**src/hw/rtl/snfas_pkg.sv**
```systemverilog
`timescale 1ns / 1ps

package snfas_pkg;

   localparam int ADDR_W  = 24;
   localparam int LEN_W   = 25;
   localparam int COUNT_W = 13;
   localparam int SUM_W   = LEN_W + 1;

   localparam int FLASH_BYTES      = 16 * 1024 * 1024;
   localparam int PAGE_BYTES       = 256;
   localparam int SECTOR_BYTES     = 4096;
   localparam int READ_CHUNK_BYTES = 4096;

   localparam int PAGE_BITS   = $clog2(PAGE_BYTES);
   localparam int SECTOR_BITS = $clog2(SECTOR_BYTES);

   localparam logic [7:0] OP_READ    = 8'h03;
   localparam logic [7:0] OP_PROGRAM = 8'h02;
   localparam logic [7:0] OP_ERASE   = 8'h20;
   localparam logic [7:0] OP_WREN    = 8'h06;

   typedef enum logic [1:0] {
      FUNC_READ    = 2'd0,
      FUNC_PROGRAM = 2'd1,
      FUNC_ERASE   = 2'd2,
      FUNC_ADVANCE = 2'd3
   } func_type;

   typedef enum logic [2:0] {
      STAT_OK          = 3'd0,
      STAT_REJECTED    = 3'd1,
      STAT_READ_FAIL   = 3'd2,
      STAT_PROG_FAIL   = 3'd3,
      STAT_ERASE_FAIL  = 3'd4,
      STAT_NONE_ACTIVE = 3'd5
   } status_type;

   typedef enum logic [3:0] {
      MODE_IDLE    = 4'b0001,
      MODE_READ    = 4'b0010,
      MODE_PROGRAM = 4'b0100,
      MODE_ERASE   = 4'b1000
   } mode_type;

   typedef struct packed {
      func_type            func;
      logic [ADDR_W-1:0]   start_address;
      logic [LEN_W-1:0]    byte_length;
      logic                frame_ok;
   } req_item_type;

   typedef struct packed {
      logic                frame_valid;
      logic [7:0]          opcode;
      logic [ADDR_W-1:0]   frame_address;
      logic [COUNT_W-1:0]  data_count;
      logic                needs_write_enable;
      logic                needs_ready_wait;
      logic                finished;
      status_type          status;
   } rsp_item_type;

endpackage

```
**src/hw/rtl/snfas_in_stage.sv**
```systemverilog
`timescale 1ns / 1ps

module snfas_in_stage (
   input  logic                  clock,
   input  logic                  reset,
   input  logic                  req_valid,
   output logic                  req_stall,
   input  snfas_pkg::req_item_type req_item,
   output logic                  item_valid,
   output snfas_pkg::req_item_type item,
   input  logic                  item_take
);
   import snfas_pkg::*;

   logic         valid_ff, valid_in;
   req_item_type item_ff;
   logic         accept;

   // hold the item until the core consumes it
   assign req_stall = valid_ff & ~item_take;
   assign accept    = req_valid & ~req_stall;

   always_comb begin
      valid_in = valid_ff;
      if (accept) begin
         valid_in = 1'b1;
      end else if (item_take) begin
         valid_in = 1'b0;
      end
   end

   always_ff @(posedge clock) begin
      if (reset) begin
         valid_ff <= 1'b0;
      end else begin
         valid_ff <= valid_in;
      end
   end

   always_ff @(posedge clock) begin
      if (accept) begin
         item_ff <= req_item;
      end
   end

   assign item_valid = valid_ff;
   assign item       = item_ff;

endmodule

```
**src/hw/rtl/snfas_core.sv**
```systemverilog
`timescale 1ns / 1ps

module snfas_core (
   input  logic                    clock,
   input  logic                    reset,
   input  logic                    csr_valid,
   input  logic                    csr_device_ready,
   input  logic                    item_valid,
   input  snfas_pkg::req_item_type item,
   output logic                    item_take,
   output logic                    rsp_valid,
   input  logic                    rsp_stall,
   output snfas_pkg::rsp_item_type rsp_item
);
   import snfas_pkg::*;

   localparam logic [LEN_W-1:0] SECTOR_MASK = LEN_W'(SECTOR_BYTES - 1);

   logic             device_ready_ff;
   mode_type         mode_ff, mode_in;
   logic [LEN_W-1:0] next_addr_ff, next_addr_in;
   logic [LEN_W-1:0] remain_ff, remain_in;
   logic             rsp_valid_ff, rsp_valid_in;
   rsp_item_type     rsp_ff, rsp_in;

   logic             is_start;
   mode_type         start_mode;
   logic [SUM_W-1:0] start_end;
   logic [SUM_W-1:0] erase_last;
   logic             out_of_range;
   mode_type         base_mode;
   logic [LEN_W-1:0] base_addr;
   logic [LEN_W-1:0] base_remain;
   logic [COUNT_W-1:0] page_room;
   logic [COUNT_W-1:0] frame_count;
   logic [LEN_W-1:0] frame_next;
   logic [LEN_W-1:0] frame_remain;
   logic             req_done;
   rsp_item_type     frame_rsp;
   rsp_item_type     empty_rsp;

   assign item_take = item_valid & (~rsp_valid_ff | ~rsp_stall);

   always_comb begin
      case (item.func)
         FUNC_READ:    start_mode = MODE_READ;
         FUNC_PROGRAM: start_mode = MODE_PROGRAM;
         FUNC_ERASE:   start_mode = MODE_ERASE;
         default:      start_mode = MODE_IDLE;
      endcase
   end

   assign is_start     = (item.func != FUNC_ADVANCE);
   assign start_end    = SUM_W'(item.start_address) + SUM_W'(item.byte_length);
   assign erase_last   = start_end + SUM_W'(SECTOR_BYTES - 1);
   assign out_of_range = (start_end > SUM_W'(FLASH_BYTES));

   // frame source: fresh request or stored progress
   always_comb begin
      if (is_start) begin
         base_mode = start_mode;
         if (start_mode == MODE_ERASE) begin
            base_addr   = LEN_W'(item.start_address) & ~SECTOR_MASK;
            base_remain = erase_last[LEN_W-1:0] & ~SECTOR_MASK;
         end else begin
            base_addr   = LEN_W'(item.start_address);
            base_remain = item.byte_length;
         end
      end else begin
         base_mode   = mode_ff;
         base_addr   = next_addr_ff;
         base_remain = remain_ff;
      end
   end

   assign page_room = COUNT_W'(PAGE_BYTES) - COUNT_W'(base_addr[PAGE_BITS-1:0]);

   always_comb begin
      frame_count = '0;
      frame_rsp   = '0;
      case (base_mode)
         MODE_READ: begin
            if (base_remain > LEN_W'(READ_CHUNK_BYTES)) begin
               frame_count = COUNT_W'(READ_CHUNK_BYTES);
            end else begin
               frame_count = base_remain[COUNT_W-1:0];
            end
            frame_rsp.opcode = OP_READ;
         end
         MODE_PROGRAM: begin
            if (base_remain > LEN_W'(page_room)) begin
               frame_count = page_room;
            end else begin
               frame_count = base_remain[COUNT_W-1:0];
            end
            frame_rsp.opcode             = OP_PROGRAM;
            frame_rsp.needs_write_enable = 1'b1;
            frame_rsp.needs_ready_wait   = 1'b1;
         end
         default: begin
            frame_rsp.opcode             = OP_ERASE;
            frame_rsp.needs_write_enable = 1'b1;
            frame_rsp.needs_ready_wait   = 1'b1;
         end
      endcase
      frame_rsp.frame_valid   = 1'b1;
      frame_rsp.frame_address = base_addr[ADDR_W-1:0];
      frame_rsp.data_count    = frame_count;
      frame_rsp.finished      = 1'b0;
      frame_rsp.status        = STAT_OK;
   end

   always_comb begin
      if (base_mode == MODE_ERASE) begin
         frame_next   = base_addr + LEN_W'(SECTOR_BYTES);
         frame_remain = base_remain;
      end else begin
         frame_next   = base_addr + LEN_W'(frame_count);
         frame_remain = base_remain - LEN_W'(frame_count);
      end
   end

   // erase ends on the aligned end address, others on a zero byte count
   assign req_done = (mode_ff == MODE_ERASE) ? (next_addr_ff >= remain_ff)
                                             : (remain_ff == '0);

   always_comb begin
      empty_rsp        = '0;
      empty_rsp.status = STAT_OK;
      mode_in          = mode_ff;
      next_addr_in     = next_addr_ff;
      remain_in        = remain_ff;
      rsp_in           = empty_rsp;
      if (!is_start) begin
         if (mode_ff == MODE_IDLE) begin
            rsp_in.status = STAT_NONE_ACTIVE;
         end else if (!item.frame_ok) begin
            mode_in         = MODE_IDLE;
            rsp_in.finished = 1'b1;
            case (mode_ff)
               MODE_READ:    rsp_in.status = STAT_READ_FAIL;
               MODE_PROGRAM: rsp_in.status = STAT_PROG_FAIL;
               default:      rsp_in.status = STAT_ERASE_FAIL;
            endcase
         end else if (req_done) begin
            mode_in         = MODE_IDLE;
            rsp_in.finished = 1'b1;
         end else begin
            rsp_in       = frame_rsp;
            next_addr_in = frame_next;
            remain_in    = frame_remain;
         end
      end else begin
         mode_in = MODE_IDLE;
         if (!device_ready_ff || out_of_range) begin
            rsp_in.finished = 1'b1;
            rsp_in.status   = STAT_REJECTED;
         end else if (item.byte_length == '0) begin
            rsp_in.finished = 1'b1;
         end else begin
            mode_in      = start_mode;
            rsp_in       = frame_rsp;
            next_addr_in = frame_next;
            remain_in    = frame_remain;
         end
      end
   end

   always_comb begin
      rsp_valid_in = rsp_valid_ff;
      if (item_take) begin
         rsp_valid_in = 1'b1;
      end else if (!rsp_stall) begin
         rsp_valid_in = 1'b0;
      end
   end

   always_ff @(posedge clock) begin
      if (reset) begin
         device_ready_ff <= 1'b0;
         mode_ff         <= MODE_IDLE;
         next_addr_ff    <= '0;
         remain_ff       <= '0;
         rsp_valid_ff    <= 1'b0;
      end else begin
         if (csr_valid) begin
            device_ready_ff <= csr_device_ready;
         end
         if (item_take) begin
            mode_ff      <= mode_in;
            next_addr_ff <= next_addr_in;
            remain_ff    <= remain_in;
         end
         rsp_valid_ff <= rsp_valid_in;
      end
   end

   always_ff @(posedge clock) begin
      if (item_take) begin
         rsp_ff <= rsp_in;
      end
   end

   assign rsp_valid = rsp_valid_ff;
   assign rsp_item  = rsp_ff;

   a_frame_not_final: assert property (@(posedge clock) disable iff (reset)
      rsp_valid_ff && rsp_ff.frame_valid |-> !rsp_ff.finished && rsp_ff.status == STAT_OK)
      else $error("frame issued together with completion");

   a_read_chunk: assert property (@(posedge clock) disable iff (reset)
      rsp_valid_ff && rsp_ff.frame_valid && rsp_ff.opcode == OP_READ
      |-> rsp_ff.data_count != '0 && rsp_ff.data_count <= COUNT_W'(READ_CHUNK_BYTES))
      else $error("read chunk size out of range");

   a_page_bound: assert property (@(posedge clock) disable iff (reset)
      rsp_valid_ff && rsp_ff.frame_valid && rsp_ff.opcode == OP_PROGRAM
      |-> (COUNT_W'(rsp_ff.frame_address[PAGE_BITS-1:0]) + rsp_ff.data_count)
          <= COUNT_W'(PAGE_BYTES) && rsp_ff.data_count != '0)
      else $error("program frame crosses a page");

   a_finish_idle: assert property (@(posedge clock) disable iff (reset)
      item_take && rsp_in.finished |=> mode_ff == MODE_IDLE)
      else $error("request finished but still active");

   a_idle_no_frame: assert property (@(posedge clock) disable iff (reset)
      item_take && !is_start && mode_ff == MODE_IDLE |=> !rsp_ff.frame_valid)
      else $error("frame issued while nothing active");

endmodule

```
**src/hw/rtl/spi_nor_flash_access_sequencer.sv**
```systemverilog
`timescale 1ns / 1ps

// serial nor flash command sequencer
// req_ channel: one transaction per item. func selects start read, start program,
//   start erase or advance; a start carries req_start_address/req_byte_length, an
//   advance carries req_frame_ok for the frame issued last
// rsp_ channel: exactly one transaction per request transaction, in order. a frame
//   descriptor (opcode, address, data count, write enable / ready wait flags) or a
//   completion with status; finished marks the last transaction of a request
// csr_ channel: writes device_ready; csr_ready is always high, write only when idle
// path: an accepted req item passes the input register, then the single-pass frame
//   logic into the result register, which drives rsp_valid
// throughput: one transaction per cycle unless rsp stalls; stored address/remaining
//   state updates in the same cycle the result register loads, so items chain freely
// reset: synchronous, clears device_ready, active request and both valid flags
// when the receiver stalls rsp, the result register holds, the input register fills,
//   and then req_stall rises; nothing is dropped
module spi_nor_flash_access_sequencer (
   input  logic        clock,
   input  logic        reset,
   // request channel
   input  logic        req_valid,
   output logic        req_stall,
   input  logic [1:0]  req_func,
   input  logic [23:0] req_start_address,
   input  logic [24:0] req_byte_length,
   input  logic        req_frame_ok,
   // result channel
   output logic        rsp_valid,
   input  logic        rsp_stall,
   output logic        rsp_frame_valid,
   output logic [7:0]  rsp_opcode,
   output logic [23:0] rsp_frame_address,
   output logic [12:0] rsp_data_count,
   output logic        rsp_needs_write_enable,
   output logic        rsp_needs_ready_wait,
   output logic        rsp_finished,
   output logic [2:0]  rsp_status,
   // register write channel
   input  logic        csr_valid,
   output logic        csr_ready,
   input  logic        csr_device_ready
);
   import snfas_pkg::*;

   req_item_type req_item;
   req_item_type stage_item;
   logic         stage_valid;
   logic         stage_take;
   rsp_item_type rsp_item;

   // pack the request transaction
   assign req_item.func          = func_type'(req_func);
   assign req_item.start_address = req_start_address;
   assign req_item.byte_length   = req_byte_length;
   assign req_item.frame_ok      = req_frame_ok;

   // configuration always taken at once
   assign csr_ready = 1'b1;

   snfas_in_stage u_in_stage (
      .clock      (clock),
      .reset      (reset),
      .req_valid  (req_valid),
      .req_stall  (req_stall),
      .req_item   (req_item),
      .item_valid (stage_valid),
      .item       (stage_item),
      .item_take  (stage_take)
   );

   // frame splitting, state update and result register
   snfas_core u_core (
      .clock            (clock),
      .reset            (reset),
      .csr_valid        (csr_valid),
      .csr_device_ready (csr_device_ready),
      .item_valid       (stage_valid),
      .item             (stage_item),
      .item_take        (stage_take),
      .rsp_valid        (rsp_valid),
      .rsp_stall        (rsp_stall),
      .rsp_item         (rsp_item)
   );

   // unpack the result transaction
   assign rsp_frame_valid        = rsp_item.frame_valid;
   assign rsp_opcode             = rsp_item.opcode;
   assign rsp_frame_address      = rsp_item.frame_address;
   assign rsp_data_count         = rsp_item.data_count;
   assign rsp_needs_write_enable = rsp_item.needs_write_enable;
   assign rsp_needs_ready_wait   = rsp_item.needs_ready_wait;
   assign rsp_finished           = rsp_item.finished;
   assign rsp_status             = rsp_item.status;

endmodule

```
**config.mk**
```make
export PLATFORM = sky130hd
export DESIGN_NAME = spi_nor_flash_access_sequencer
export DESIGN_NICKNAME = d
export VERILOG_FILES = /design/src/hw/rtl/snfas_pkg.sv /design/src/hw/rtl/snfas_in_stage.sv /design/src/hw/rtl/snfas_core.sv /design/src/hw/rtl/spi_nor_flash_access_sequencer.sv
export SDC_FILE = /design/constraint.sdc
export NUM_CORES = 1
export LEC_CHECK = 0
export BUFFER_PORTS_ARGS = -buffer_cell sky130_fd_sc_hd__buf_2
export CELL_PAD_IN_SITES_DETAIL_PLACEMENT = 1
export CELL_PAD_IN_SITES_GLOBAL_PLACEMENT = 1
export CORE_ASPECT_RATIO = 0.7
export CORE_UTILIZATION = 35
export DETAILED_ROUTE_END_ITERATION = 8
export GPL_TIMING_DRIVEN = 0
export PLACE_DENSITY = 0.73
export SLEW_MARGIN = 20
export SYNTH_ARGS = -nofsm -noshare
export SYNTH_HDL_FRONTEND = slang
export SYNTH_SLANG_ARGS = --single-unit
```
**constraint.sdc**
```tcl
create_clock -name clock -period 19 [get_ports clock]
set_input_delay 2.85 -clock clock [delete_from_list [all_inputs] [get_ports clock]]
set_output_delay 2.85 -clock clock [all_outputs]
set_load 0.005 [all_outputs]
```
==> results of run 1 <==
==> Yosys cell counts (12+ instances only) <==
cell,number,area share (%)
nand2b_1,12,0.64
inv_1,81,2.6
xnor2_1,38,2.8
nor2_1,121,3.9
nor4_1,20,1.1
edfxtp_1,98,25
nor3_1,29,1.2
nor2b_1,38,2.0
o31ai_1,14,0.90
o22ai_1,14,0.75
and3_1,17,0.91
xor2_1,16,1.2
ha_1,86,9.2
a31oi_1,47,2.5
nand4_1,27,1.4
a21o_1,21,1.3
dfxtp_1,57,9.8
clkbuf_1,53,1.7
nand3_1,43,1.8
o21a_1,18,1.2
mux2i_1,12,1.0
o211ai_1,21,1.3
o21ai_0,59,2.5
a211oi_1,28,1.8
nand2_1,93,3.0
a21oi_1,94,4.0
==> worst paths after layout <==
kind                                      startpoint  slack, ns  cells after the start                   end
worst max-delay path             u_in_stage.item[51]       7.91                     34  u_core.remain_ff[23]
worst min-delay path            u_core.remain_ff[16]       0.49                      2  u_core.remain_ff[16]
worst max register to register   u_in_stage.item[51]       7.91                     34  u_core.remain_ff[23]
worst min register to register  u_core.remain_ff[16]       0.49                      2  u_core.remain_ff[16]
==> worst max-delay path: cells and delay by family (launching register included) <==
kind / cells / cell delay [ns]
AO/OA/AOI/OAI: 14 / 4.63
XOR/XNOR: 1 / 0.49
adder cells (fa/ha/maj): 2 / 0.65
buffers and inverters: 7 / 2.61
flip-flops: 1 / 0.37
AND/OR/NAND/NOR: 10 / 2.19
==> cells by family (layout without fill, tap and decap cells) <==
group | Yosys count | count (layout) | synth area share, %
buffers and inverters | 155 | 297 | 5.451
xor gates and xnor gates | 54 | 54 | 4.048
other | 2 | 6 | 0.06428
adders and majority gates | 89 | 89 | 9.724
and+or+nand+nor | 457 | 457 | 20.20
muxes | 12 | 12 | 1.028
AOI/OAI and AO/OA | 420 | 420 | 24.53
DFF | 155 | 155 | 34.95
==> state kept, by name (all words and copies together) (netlist names) <==
| name | count |
|---|---|
| u_in_stage.item | 52 |
| u_core.rsp_item | 46 |
| u_core.next_addr_ff | 25 |
| u_core.remain_ff | 25 |
| u_core.mode_ff | 4 |
| u_core.device_ready_ff | 1 |
| u_core.rsp_valid | 1 |
| u_in_stage.item_valid | 1 |
==> metrics by stage <==
stage          area [um^2]   power, W
2_1_floorplan        11700  0.0005586
3_3_place_gp         12760  0.0006311
3_5_place_dp         12880  0.0006392
4_1_cts              13410  0.0009684
5_1_grt              13410   0.001012
6_report             13410  0.0009674
==> per-layer routing <==
layer / track usage (%) / vias to the layer above / wire (um)
li1: - / 5293 / -
met1: 40.53 / 5649 / 21940
met2: 35.81 / 405 / 17850
met3: 4.731 / 52 / 3439
met4: 6.568 / 0 / 707
met5: 0 / - / 0
==> report_power, final <==
part | switching, W | internal, W | total (W)
sequential | 0.0000162 | 0.000372 | 0.000388
clock | 0.000157 | 0.000172 | 0.000329
combinational | 0.000159 | 0.0000914 | 0.000250
total | 0.000332 | 0.000635 | 0.000967
==> cell type report <==
cell class              count  area share (%)
plain buffers              74           2.481
clock buffers              20           3.330
clock inverters            12          0.6623
inverters                  81           2.267
multi-input cells        1038           52.16
flip-flops and latches    155           30.45
well taps                 427           3.983
repair buffers            110           4.664
==> flow_metrics.tcl, run 1 <==
set metrics [dict create \
    ys_seq_area_share_pct 34.95 \
    critical_path_class "reg -> reg" \
    start_kind "register" \
    fillCellCount 3852 \
    critPathMostFrequentCell "clkbuf_1" \
    critical-path-max-stage-delay_ns 0.91 \
    syn2layout_area_growth_pct 14.80 \
    routed_via_density 5.946 \
    max_freq_mhz 90.18 \
    violations "DRC" \
    ctsResizeCount 0 \
    synth_edf_count 98 \
    synthArstFlopShare_pct 0 \
    chipWidth_um 220.4 \
    leakage_nw 5.233 \
    cpMaxStageDelayCell "a2111oi_0" \
    clk_latency_ns 0.47 \
    utilization_pct 41.21 \
    drv_cap 0 \
    die_area_um2 34130 \
    gp_congestion 0.9270 \
    syn_area_per_cell_um2 8.693 \
    post_cts_buffers 0 \
    synth-seq-cells 155 \
    antenna_left 0 \
    setup_ws_ns 7.911 \
    placementRows 55 \
    slew-limit-headroom_pct 27.20 \
    cts_num_sinks 155 \
    outcome "finished, violations left" \
    antenna_found_initial 2 \
    drive_gt1_share_pct 12.95 \
    hold_viol_final 0 \
    nets 1624 \
    initial_core_util_pct 35.89 \
    cp.arrival_ns 11.42 \
    drc 8 \
    powerDensity_nw_per_um2 72.13 \
    synth_cell_type_count 84 \
    ys.flop_type "edfxtp_1" \
    postCtsHoldBufs 0 \
    dr.pass1.iters 7 \
    vias 11400 \
    setup_tns_ns 0 \
    num_antenna_cells 0 \
    maxSlewViolCount 0 \
    multiInputGateArea_um2 6997 \
    grt_pass1_vias 10910 \
    peakVddDrop_mv 0.06710 \
    holdWs_ns 0.4881 \
    setup_violations 0 \
    cts_max_level 4 \
    grt_util_all_layers_pct 25.94 \
    grt_overflow 0 \
    most-common-layout-cells "121 x nor2_1, 111 x buf_2, 98 x edfxtp_1" \
    wirelength_um 43940 \
    rsz0062_at_grt "false" \
    dp_slack_ns 8.182 \
    ys_warn_count 0 \
    tightest_slew_ns 1.087 \
    path_clk_slew_ns 0.07 \
    coreArea_um2 32550 \
    finalCritPeriodShare_pct 58.36 \
    fp.dieH_um 154.9 \
    drtIter0Drc 907 \
    dp.cells 1885 \
    grt_pass1_wl_um 66240 \
    grt_max_degree 29 \
    final_common_cell "nor2_1" \
    cts_tree "yes" \
    wire_per_inst_um 22.92 \
    fin_cells 1917 \
    hold_path_class "reg -> reg" \
    required_ns 19.34 \
    cts-buffers-inserted 17 \
    critPathCaptureType "register" \
    cts_buffer_depth 2 \
    crit_fanout 10 \
    min_period_ns 11.09 \
    port_buffers 106 \
    hpwlAfterDp_um 34940 \
    synthCells 1344 \
    skew_ns 0.01333 \
    clock-root-buffer "clkbuf_16" \
    syn-cell-area_um2 11680 \
    seq_area_um2 4084 \
    boundaryPins 113 \
]
No activity file was read; power rests on OpenSTA's default activity.
==> run 2: changes to the inputs <==
Clock period 19 ns to 11.64 ns, I/O delays scaled along.
==> run 2 against run 1 <==
Against the previous run:
- the run still ends with DRC left
- clock-buffer cell count is the same
- clock power grew 63%
- sequential share of layout area hardly changed
- worst hold slack better by 0.0054 ns
- critical path depth rose by 1
- critical endpoint is now u_core.remain_ff[20]
- largest power group unchanged
==> flow_metrics.tcl, run 2 (synthesized netlist as in run 1, its figures left out) <==
set metrics [dict create \
    path_clk_slew_ns 0.08 \
    maxSlewViolCount 0 \
    critical_path_class "reg -> reg" \
    required_ns 12.00 \
    cts_max_level 4 \
    most-common-layout-cells "121 x nor2_1, 111 x buf_2, 98 x edfxtp_1" \
    drc 8 \
    max_freq_mhz 94.08 \
    leakage_nw 5.233 \
    syn2layout_area_growth_pct 14.86 \
    p_comb_share_pct 25.9 \
    switching_power_w 0.0005424 \
    hpwlAfterDp_um 34940 \
    rsz0062_at_grt "false" \
    peakVddDrop_mv 0.1091 \
    fillCellCount 3849 \
    port_buffers 106 \
    clk_latency_ns 0.47 \
    antenna_found_initial 2 \
    coreArea_um2 32550 \
    rr_endpoint "u_core.remain_ff[20]" \
    chipWidth_um 220.4 \
    wirelength_um 43950 \
    reg2reg_from "u_in_stage.item[51]" \
    internal-power_w 0.001037 \
    cts_num_sinks 155 \
    routed_via_density 5.914 \
    initial_core_util_pct 35.89 \
    largest_register_ffs 52 \
    ff2ff_setup_slack_ns 1.01 \
    seq_area_um2 4084 \
    critPathCaptureType "register" \
    min_period_ns 10.63 \
    outcome "finished, violations left" \
    cts-buffers-inserted 17 \
    grt_pass1_vias 10910 \
    drive_gt1_share_pct 13.02 \
    drv_cap 0 \
    grt_pass1_wl_um 66240 \
    setup_violations 0 \
    slew-limit-headroom_pct 26.80 \
    critical-path-max-stage-delay_ns 0.50 \
    seqPwrFrac_pct 40.1 \
    holdPathEnd "u_core.remain_ff[16]" \
    start_kind "register" \
    powerDensity_nw_per_um2 117.7 \
    ctsResizeCount 0 \
    tightest_slew_ns 1.093 \
    nets 1624 \
    drtIter0Drc 929 \
    die_area_um2 34130 \
    cts_tree "yes" \
    postCtsHoldBufs 0 \
    grt_max_degree 29 \
    crit_fanout 10 \
    vias 11340 \
    num_antenna_cells 0 \
    placementRows 55 \
    finalCritPeriodShare_pct 91.32 \
    antenna_left 0 \
    boundaryPins 113 \
    holdWs_ns 0.4935 \
    gp_congestion 0.9270 \
    cpMaxStageDelayCell "nor4_1" \
    grt_overflow 0 \
    cts_buffer_depth 2 \
    critPathTopFamily "compound AO/OA/AOI/OAI gates" \
    wire_per_inst_um 22.93 \
    grt_util_all_layers_pct 25.94 \
    dr.pass1.iters 7 \
    setup_tns_ns 0 \
    critPathMostFrequentCell "clkbuf_1" \
    fp.dieH_um 154.9 \
    hold_viol_final 0 \
    hold_path_class "reg -> reg" \
    path_buf_inv 7 \
    skew_ns 0.01432 \
    cp.arrival_ns 10.99 \
    clkPwrFrac_pct 34.0 \
    hold_path_depth 2 \
    violations "DRC" \
    final_common_cell "nor2_1" \
    r2r_cells 35 \
    clock-root-buffer "clkbuf_16" \
    swShare_pct 34.34 \
    post_cts_buffers 0 \
    multiInputGateArea_um2 7004 \
    hold_start "u_core.remain_ff[16]" \
]
## run 2: changes by cell type in the layout (fill, tap and decap cells not counted)
cell       before  now
a31oi_1        47   46
a31oi_2         0    1
a2111oi_1       0    1
a2111oi_0       4    3
## run 2: area by class of cell
| type | instances | share of cell area [%] |
|---|---|---|
| multi-input cells | 1038 | 52.19 |
| flip-flops and latches | 155 | 30.43 |
| repair buffers | 110 | 4.662 |
| well taps | 427 | 3.981 |
| clock buffers | 20 | 3.328 |
| plain buffers | 74 | 2.480 |
| inverters | 81 | 2.266 |
| clock inverters | 12 | 0.6619 |
## run 2: layer usage
metal / vias up / track usage (%) / part of all wire, %
met4: 0 / 6.568 / 1.5
met1: 5594 / 40.53 / 49
met3: 53 / 4.731 / 8.5
met2: 395 / 35.81 / 41
met5: - / 0 / 0
li1: 5295 / - / -
## run 2: worst register-to-register path, delay by kind of cell (launching register included)
kind | cells | cell delay [ns]
AOI/OAI and AO/OA | 15 | 4.05
and+or+nand+nor | 9 | 2.19
xor gates and xnor gates | 1 | 0.48
DFF | 1 | 0.37
buffers and inverters | 7 | 2.59
adders and majority gates | 3 | 0.86
## run 2: power groups by stage
stage | combinational, W | sequential (W) | clock (W)
6_report | 0.000409 | 0.000634 | 0.000537
5_1_grt | 0.000447 | 0.000635 | 0.000570
4_1_cts | 0.000402 | 0.000633 | 0.000546
3_5_place_dp | 0.000399 | 0.000645 | 0
3_3_place_gp | 0.000383 | 0.000647 | 0
2_1_floorplan | 0.000280 | 0.000632 | 0
## run 2: worst max path at each step
| stage | startpoint | to | slack, ns | cells after the start |
|---|---|---|---|---|
| final | u_in_stage.item[51] | u_core.remain_ff[20] | 1.01 | 35 |
| after global routing | u_in_stage.item[51] | u_core.remain_ff[23] | 0.22 | 34 |
| after CTS | u_in_stage.item[51] | u_core.remain_ff[23] | 0.78 | 35 |
| after detailed placement | u_in_stage.item[51] | u_core.remain_ff[23] | 0.82 | 35 |
| after global placement | u_in_stage.item[51] | u_core.remain_ff[23] | 0.98 | 34 |
| after floorplan | u_in_stage.item[51] | u_core.remain_ff[23] | 3.60 | 36 |
## run 2: through the flow
step	cells	utilization [%]	area (um^2)	setup slack, ns	total power [W]
3_3_place_gp	1881	39.21	12760	0.9840	0.001030
4_1_cts	1917	41.21	13410	0.7766	0.001581
3_5_place_dp	1885	39.56	12880	0.8225	0.001043
2_1_floorplan	1348	-	11700	3.598	0.0009119
6_report	1917	41.23	13420	1.011	0.001579
5_1_grt	1917	41.23	13420	0.2182	0.001652
==> run 3: changes to the inputs <==
Settings changed: PLACE_DENSITY 0.73 to default, PLACE_DENSITY_LB_ADDON from default to 0.08.
==> run 3 against run 2 <==
Against the previous run:
- critical path type unchanged
- die area is the same
- via count down 0.12%
- first-iteration DRC count up 11%
- global-route usage grew 1.0 points
- the run still ends with DRC left
- highest routed layer is now met5
- utilization increased by 0.20 points
- wire length grew 3.9%
- maximum frequency is 2.9% lower
- sequential share of layout area decreased by 0.15 points
- worst hold slack got worse by 0.020 ns
==> flow_metrics.tcl, run 3 (synthesized netlist as in run 1, its figures left out) <==
set metrics [dict create \
    boundaryPins 113 \
    critical_path_class "reg -> reg" \
    slew-limit-headroom_pct 25.65 \
    critPathMostFrequentCell "clkbuf_1" \
    routed_via_density 5.904 \
    holdPathEnd "u_core.remain_ff[16]" \
    switching_power_w 0.0005697 \
    placementRows 55 \
    ctsResizeCount 0 \
    vias 11320 \
    nets 1624 \
    required_ns 11.97 \
    powerDensity_nw_per_um2 119.3 \
    max_freq_mhz 91.36 \
    rsz0062_at_grt "false" \
    grt_overflow 0 \
    cp.arrival_ns 11.28 \
    skew_ns 0.01095 \
    hold_path_class "reg -> reg" \
    drv_cap 0 \
    chipWidth_um 220.4 \
    maxSlewViolCount 0 \
    tightest_slew_ns 1.110 \
    ff2ff_setup_slack_ns 0.69 \
    hpwlAfterDp_um 36690 \
    dp.cells 1885 \
    violations "DRC" \
    die_area_um2 34130 \
    reg2reg_from "u_in_stage.item[51]" \
    port_buffers 106 \
    antenna_left 0 \
    wire_per_inst_um 23.81 \
    wirelength_um 45670 \
    cpMaxStageDelayCell "a31oi_2" \
    hold_path_depth 2 \
    clkPwrFrac_pct 34.7 \
    drive_gt1_share_pct 13.56 \
    outcome "finished, violations left" \
    finalCritPeriodShare_pct 94.03 \
    critPathCaptureType "register" \
    drtIter0Drc 1032 \
    swShare_pct 35.40 \
    cts_max_level 4 \
    r2r_cells 34 \
    leakage_nw 5.269 \
    grt_util_all_layers_pct 26.98 \
    dr.pass1.iters 7 \
    clock-root-buffer "clkbuf_16" \
    start_kind "register" \
    cts_buffer_depth 2 \
    crit_fanout 10 \
    path_clk_slew_ns 0.07 \
    p_comb_share_pct 25.9 \
    coreArea_um2 32550 \
    grt_pass1_vias 10730 \
    setup_violations 0 \
    fin_cells 1918 \
    total_power_w 0.001609 \
    setup_tns_ns 0 \
    rr_endpoint "u_core.remain_ff[23]" \
    largest_register_ffs 52 \
    final_common_cell "nor2_1" \
    hold_start "u_core.remain_ff[16]" \
    clk_latency_ns 0.47 \
    grt_max_degree 28 \
    antenna_found_initial 3 \
    most-common-layout-cells "121 x nor2_1, 111 x buf_2, 98 x edfxtp_1" \
    grt_pass1_wl_um 67760 \
    post_cts_buffers 0 \
    critical-path-max-stage-delay_ns 0.54 \
    cts_tree "yes" \
    fp.dieH_um 154.9 \
    min_period_ns 10.95 \
    gp_congestion 0.9025 \
    seqPwrFrac_pct 39.4 \
    postCtsHoldBufs 0 \
    cts-buffers-inserted 17 \
    syn2layout_area_growth_pct 15.42 \
    internal-power_w 0.001040 \
    cts_num_sinks 155 \
    initial_core_util_pct 35.89 \
    peakVddDrop_mv 0.07051 \
    hold_viol_final 0 \
    drc 14 \
]
-- run 3: metal layers --
metal / track usage (%) / vias up / wire length [um]
met5: 0 / - / 13
met4: 5.813 / 2 / 601
met3: 5.904 / 37 / 3713
met2: 35.83 / 361 / 17690
met1: 43.08 / 5618 / 23650
li1: - / 5305 / -
-- run 3: worst max-delay path by stage --
stage	startpoint	to	slack (ns)	depth (start not counted)
final	u_in_stage.item[51]	u_core.remain_ff[23]	0.69	34
after global routing	u_in_stage.item[51]	u_core.remain_ff[23]	0.17	34
after CTS	u_in_stage.item[51]	u_core.remain_ff[23]	0.21	34
after detailed placement	u_in_stage.item[51]	u_core.remain_ff[23]	0.33	34
after global placement	u_in_stage.item[51]	u_core.remain_ff[23]	0.54	34
after floorplan	u_in_stage.item[51]	u_core.remain_ff[23]	3.60	36
-- run 3: layout make-up --
| type | count | area (um^2) |
|---|---|---|
| repair buffers | 110 | 625.6 |
| multi-input cells | 1038 | 7043 |
| fillers | 3881 | 19060 |
| inverters | 81 | 304.0 |
| clock inverters | 15 | 133.9 |
| flip-flops and latches | 155 | 4084 |
| plain buffers | 74 | 332.8 |
| diodes | 1 | 2.502 |
| clock buffers | 17 | 425.4 |
| well taps | 427 | 534.3 |
-- run 3: worst max-delay path: cells and delay by family, from the launching register on --
family                   cells  cell delay [ns]
AND/OR/NAND/NOR             10             2.43
XOR/XNOR                     1             0.43
buffers and inverters        7             2.60
adder cells (fa/ha/maj)      2             0.61
flip-flops                   1             0.38
AO/OA/AOI/OAI               14             4.35
-- run 3: power groups by stage --
stage | sequential, W | combinational (W) | clock (W)
6_report | 0.000634 | 0.000416 | 0.000559
5_1_grt | 0.000635 | 0.000455 | 0.000588
4_1_cts | 0.000633 | 0.000408 | 0.000568
3_5_place_dp | 0.000645 | 0.000404 | 0
3_3_place_gp | 0.000648 | 0.000394 | 0
2_1_floorplan | 0.000632 | 0.000280 | 0
-- run 3: stage by stage --
step	setup WS, ns	hold WS (ns)	utilization (%)	instance area (um^2)
after floorplan	3.598	0.4444	-	11700
after global placement	0.5380	0.4565	39.21	12760
after detailed placement	0.3266	0.4622	39.56	12880
after CTS	0.2056	0.4716	41.28	13440
after global routing	0.1723	0.4946	41.42	13480
final	0.6947	0.4732	41.43	13490
